### src/vpm_ram.sv
// Generic single-port RAM with registered read data.
// No dependencies.
`timescale 1ns / 1ps
`default_nettype none

module vpm_ram #(
  parameter int WIDTH = 8,
  parameter int DEPTH = 256
) (
  input  wire logic                     clk,
  input  wire logic                     we,
  input  wire logic [$clog2(DEPTH)-1:0] addr,
  input  wire logic [WIDTH-1:0]         wdata,
  output logic      [WIDTH-1:0]         rdata
);

  logic [WIDTH-1:0] mem_r [DEPTH];
  logic [WIDTH-1:0] rdata_r;

  always_ff @(posedge clk) begin
    if (we) mem_r[addr] <= wdata;
    rdata_r <= mem_r[addr];
  end

  assign rdata = rdata_r;

endmodule

`default_nettype wire

### config.mk
export PLATFORM = sky130hd
export DESIGN_NAME = vpm_ram
export DESIGN_NICKNAME = d
export VERILOG_FILES = /design/src/vpm_ram.sv
export SDC_FILE = /design/constraint.sdc
export NUM_CORES = 2
export LEC_CHECK = 0
export ABC_AREA = 1
export BUFFER_PORTS_ARGS = -buffer_cell sky130_fd_sc_hd__clkbuf_2
export CAP_MARGIN = 20
export CORE_ASPECT_RATIO = 1.5
export CORE_MARGIN = 4
export CORE_UTILIZATION = 35
export CTS_CLUSTER_SIZE = 16
export DETAILED_ROUTE_END_ITERATION = 10
export PLACE_DENSITY_LB_ADDON = 0.2
export SYNTH_ARGS = -nofsm -noshare
export SYNTH_HDL_FRONTEND = slang
export SYNTH_SLANG_ARGS = --single-unit
### constraint.sdc
create_clock -name clk -period 2 [get_ports clk]
set_clock_uncertainty 0.1 [all_clocks]
set_input_delay 0.2 -clock clk [delete_from_list [all_inputs] [get_ports clk]]
set_output_delay 0.2 -clock clk [all_outputs]
set_load 0.03 [all_outputs]
# After elaboration in Yosys (flattened, before gate mapping)

Memory sizes are Yosys's and may differ from the RTL's. A register that Yosys moved wholly into a read port is not among the register bits.
Index checks and enable logic that the tools add are counted.

Multiplexer cells: 2

Operators with widths:

| cell             | number |
|---|---|
| 2-to-1 mux 1 bit | 2 |

Register bits: 0
Output and inout port bits: 8
Bits of input ports: 18
Memories: 1
RAM bits: 2048

Memory list:

| memory | words | width | rd ports | clocked after Yosys merged registers in | wr ports | line | source |
|---|---|---|---|---|---|---|---|
| mem_r  | 256   | 8     | 1        | 1                                       | 1        | 17   | `logic [WIDTH-1:0] mem_r [DEPTH];` |

# Logic depth before layout (Yosys ltp)

Word-level depth: 2
Mapped depth: 15

# Worst setup path before layout

Ideal clock, no wire load.

Path kind: input to register
Start: input port addr[1]
End: memory mem_r[234][0], enable pin
Data arrival time: 1.670 ns
Stages: 10
Required time: 1.530 ns
Slack: -0.140 ns
Cell sequence: buf_4 -> inv_4 -> nor2_8 -> buf_4 -> buf_4 -> inv_2 -> nor2_1 -> nand2_1 -> clkbuf_1 -> nor2_1

RTL lines:

| element            | line | source |
|---|---|---|
| start: declaration | 12   | `input wire logic [$clog2(DEPTH)-1:0] addr,` |
| end: declaration   | 17   |  |

Straight into the memory's write port.

# Worst setup path in the final report

Start: input port addr[3]
End: memory mem_r[129][7], enable pin

Straight into the memory's write port.

==> summary.txt <==
Critical path
  – CP Max Fanout: 10
  – CP Launch Point: addr[3]
  – Series of cell instances along the critical path: clkbuf_2 -> nor2_4 -> inv_1 -> nor2_1 -> nand2_2 -> buf_12 -> nor2_1 -> buf_4
  – Cell occurring most often along the worst timing path: sky130_fd_sc_hd__nor2_1
  – Destination of the critical timing path: mem_r[129][7]$_DFFE_PP_
  – Crit path largest cell delay: 0.66 ns
  – WP buf/inv: 4
  – Cell depth of the worst flop-to-flop path: 14
  – Kind of capture point of the worst setup path: flip-flop
  – Kind of start point of the critical path: input pin
  – Number of stages on the worst setup path: 8
  – Arr. time, crit path: 2.43 ns
  – Flop2flop setup slack: 0.06 ns
  – Required time of the critical path: 2.42 ns
  – Launch instance of the worst register-to-register path: mem_r[128][3]$_DFFE_PP_
  – Slowest stage cell, crit path: sky130_fd_sc_hd__nor2_4
  – Class of the most critical setup path: in2reg
  – Reg2Reg Capture Point: rdata[3]$_DFF_P_
  – Cell type group with the largest total delay on the critical path: simple AND/OR/NAND/NOR gates

Power and ir drop
  – Combinational cell fraction of total power: 0.071
  – Maximum VDD drop: 0.622 mV
  – Internal Dissipation: 70.3 mW
  – Leakage power total: 41.2 nW
  – Net Switching: 20.9 mW
  – Share of power burned in the clock network: 0.408
  – Total power divided by cell area: 889 mW/mm^2
  – Post-layout power: 91.2 mW
  – Sequential share of power: 0.521
  – Share of total power consumed by net switching: 0.229

Floorplan
  – Rows: 221
  – Die outline height: 611 um
  – Standard cell core area: 0.241 sq mm
  – Initial standard-cell utilization of the core: 0.352
  – Horizontal extent of the die: 410 um
  – Io pins: 26
  – Area of the die: 0.251 sq mm

CTS
  – Root buffer selected by CTS: sky130_fd_sc_hd__clkbuf_16
  – TritonCTS clock tree: done
  – Number of buffers on the longest clock path: 4
  – Clock-pin transition on the worst setup and hold timing paths: 0.06 ns
  – Clock sink count: 2056
  – Number of clock buffers inserted by TritonCTS: 202
  – H-tree depth reported by CTS: 4
  – Latest clock arrival within the worst-skew pair: 0.87 ns

Routing
  – First-pass iteration count of the detailed router: 6
  – Routed length on met2: 137 mm
  – Final Routed Wirelength: 260 mm
  – Wire length the detailed router placed on met1: 101 mm
  – Total vias in the final route: 57.6k
  – Routed Antenna Nets: 0
  – Drc violations: 0
  – Number of DRC violations after detailed-routing iteration 0: 4121
  – Met3 routed wirelength: 9.34 mm
  – Routed length per placed instance: 21.5 um
  – Highest metal used: met5
  – Average vias per placed instance: 4.77

Placed design
  – Count of buffers inserted at the top-level ports: 25
  – Half-perimeter wire length after detailed placement: 174 mm
  – Placed Cells: 11.7k
  – Cell area after placement: 0.0958 sq mm
  – RePlAce Congestion: 0.885
  – Pre-CTS setup slack: -1.07 ns

Synthesis
  – Post-synthesis net count: 8039
  – Gate Count Post-Synth: 8021
  – Biggest area consumer among synthesized cells: sky130_fd_sc_hd__edfxtp_1
  – Cell area after technology mapping: 0.0849 sq mm
  – Warnings from Yosys: 0
  – Number of unique standard cell types used by synthesis: 18
  – Sequential share of the synthesized area: 0.727
  – Ranking of synthesized cells by area: sky130_fd_sc_hd__edfxtp_1 (72%), sky130_fd_sc_hd__nand2_1 (21%), sky130_fd_sc_hd__nor2_1 (1.6%), sky130_fd_sc_hd__nand3_1 (1.1%), sky130_fd_sc_hd__buf_2 (1.1%)
  – Number of synthesized register bits: 2056
  – Area fraction of the dominant cell type after synthesis: 0.725
  – Mean instance size in the synthesized netlist: 10.6 sq um

Global route
  – Via count of the first global-routing pass: 58.4k
  – Global routing usage summed across all routing layers: 0.204
  – Overflow left after global routing: 0
  – Antenna violations before repair: 9
  – Largest net degree at the start of global routing: 81
  – First-pass GRT wire length: 382 mm

Timing
  – Setup repair after global routing missed its margin: true
  – Period Utilization, post-route: 1.00
  – Relative slew slack: 0.360
  – Minimum clock period: 2.01 ns
  – Tightest Pin Transition: 0.957 ns
  – Final TNS setup: -0.0271 ns
  – # setup viols final: 8
  – Worst-case setup margin in the final layout: -0.00792 ns
  – Hold Fails Final Rpt: 0
  – Top achievable clock speed: 0.498 GHz
  – Slew Limit Fails: 0

Hold path
  – Hold/Removal Path Class: in2reg

Run status
  – Outcome: finished, violations left
  – Violated checks: negative setup slack

Layout
  – # nets final: 8691
  – Most common cell after layout, fill and taps aside: sky130_fd_sc_hd__nand2_1
  – Filler Cells Inserted: 22.8k
  – Number of standard cells in the final layout excluding fillers: 12.1k
  – Final non-filler cell area: 0.103 sq mm
  – Share of post-route cells with drive strength above 1: 0.148
  – Area Overhead vs Synth: 20.9%
  – Leading cell types in the layout, fill and taps excluded: sky130_fd_sc_hd__nand2_1 (4719), sky130_fd_sc_hd__edfxtp_1 (2048), sky130_fd_sc_hd__buf_4 (656), sky130_fd_sc_hd__nor2_1 (286), sky130_fd_sc_hd__clkbuf_16 (205)

Flow run
  – Number of maximum-capacitance violations: 0
through the flow:
step | hold WS (ns) | utilization
3_5_place_dp | 0.486 | 0.397
6_report | 0.0793 | 0.425
2_1_floorplan | 0.199 | -
5_1_grt | 0.113 | 0.425
4_1_cts | 0.0355 | 0.424
3_3_place_gp | 0.480 | 0.397
synthesized netlist by cell type:
master and instances:
sky130_fd_sc_hd__buf_1 52, sky130_fd_sc_hd__nand2_4 1, sky130_fd_sc_hd__dfxtp_1 8, sky130_fd_sc_hd__inv_4 2, sky130_fd_sc_hd__buf_4 6, sky130_fd_sc_hd__nand2_1 4770, sky130_fd_sc_hd__buf_2 182, sky130_fd_sc_hd__buf_6 7
sky130_fd_sc_hd__inv_2 2, sky130_fd_sc_hd__nand3_1 188, sky130_fd_sc_hd__o21ai_0 41, sky130_fd_sc_hd__edfxtp_1 2048, sky130_fd_sc_hd__inv_1 31, sky130_fd_sc_hd__clkbuf_1 170, sky130_fd_sc_hd__nor2_1 361, sky130_fd_sc_hd__nor2_8 1
sky130_fd_sc_hd__o21ai_1 119, sky130_fd_sc_hd__a21oi_1 32
worst min-delay path: stages:
cell and delay (ns):
sky130_fd_sc_hd__clkbuf_2 0.21, sky130_fd_sc_hd__nor2_4 0.08, sky130_fd_sc_hd__nand3_1 0.10, sky130_fd_sc_hd__nor2_1 0.20
kinds of logic (layout without fill, tap and decap cells):
group           count (synthesis)  count (layout)  synth area share
compound gates                192             192            0.0113
buf+inv                       452            1260            0.0236
flops                        2056            2056             0.727
other cells                     0               3                 0
simple gates                 5321            5321             0.238
flip-flops by register name (all words and copies together), names as in the netlist:
signal and flops:
mem_r 2048, rdata 8
timing repair:
action / CTS / global route
endpoints found under the hold margin: 1918 / 0
pin swaps: 4 / 35
hold buffers: 9 / 0
setup endpoints to repair: 9 / 8
resized for setup: 48 / 87
buffers inserted: 0 / 0
per-layer routing:
layer	GRT usage	vias up
li1	-	27600
met1	0.237	28200
met2	0.381	1192
met3	0.0197	489
met4	0.0892	4
met5	0	-
how the worst min path moves through the flow:
stage                   from                       to  slack (ns)  cells past startpoint
global route         addr[6]         rdata[6]$_DFF_P_        0.11                      7
detailed placement  wdata[4]   mem_r[95][4]$_DFFE_PP_        0.49                      1
finish               addr[5]  mem_r[156][1]$_DFFE_PP_        0.08                      4
floorplan           wdata[0]    mem_r[0][0]$_DFFE_PP_        0.20                      0
global placement    wdata[4]   mem_r[95][4]$_DFFE_PP_        0.48                      1
CTS                  addr[6]         rdata[6]$_DFF_P_        0.04                      7
final cells by class:
type | instances | area, sq um | area share
multi-input combinational | 5513 | 21700 | 0.212
clock buffer | 239 | 5280 | 0.0514
sequential | 2056 | 61700 | 0.601
inverter | 35 | 165 | 0.00161
antenna | 3 | 7.51 | 0.0000731
tap | 3233 | 4050 | 0.0394
clock inverter | 121 | 1020 | 0.00991
timing repair buffer | 865 | 8720 | 0.0849
power groups by stage:
| stage | combinational [mW] | sequential, mW | clock (mW) |
|---|---|---|---|
| 3_3_place_gp | 6.46 | 48.5 | 0 |
| 4_1_cts | 6.54 | 47.5 | 38.0 |
| 3_5_place_dp | 6.47 | 48.5 | 0 |
| 5_1_grt | 7.07 | 47.5 | 39.7 |
| 6_report | 6.49 | 47.5 | 37.2 |
| 2_1_floorplan | 2.71 | 48.5 | 0 |
No activity file was read; power rests on OpenSTA's default activity.
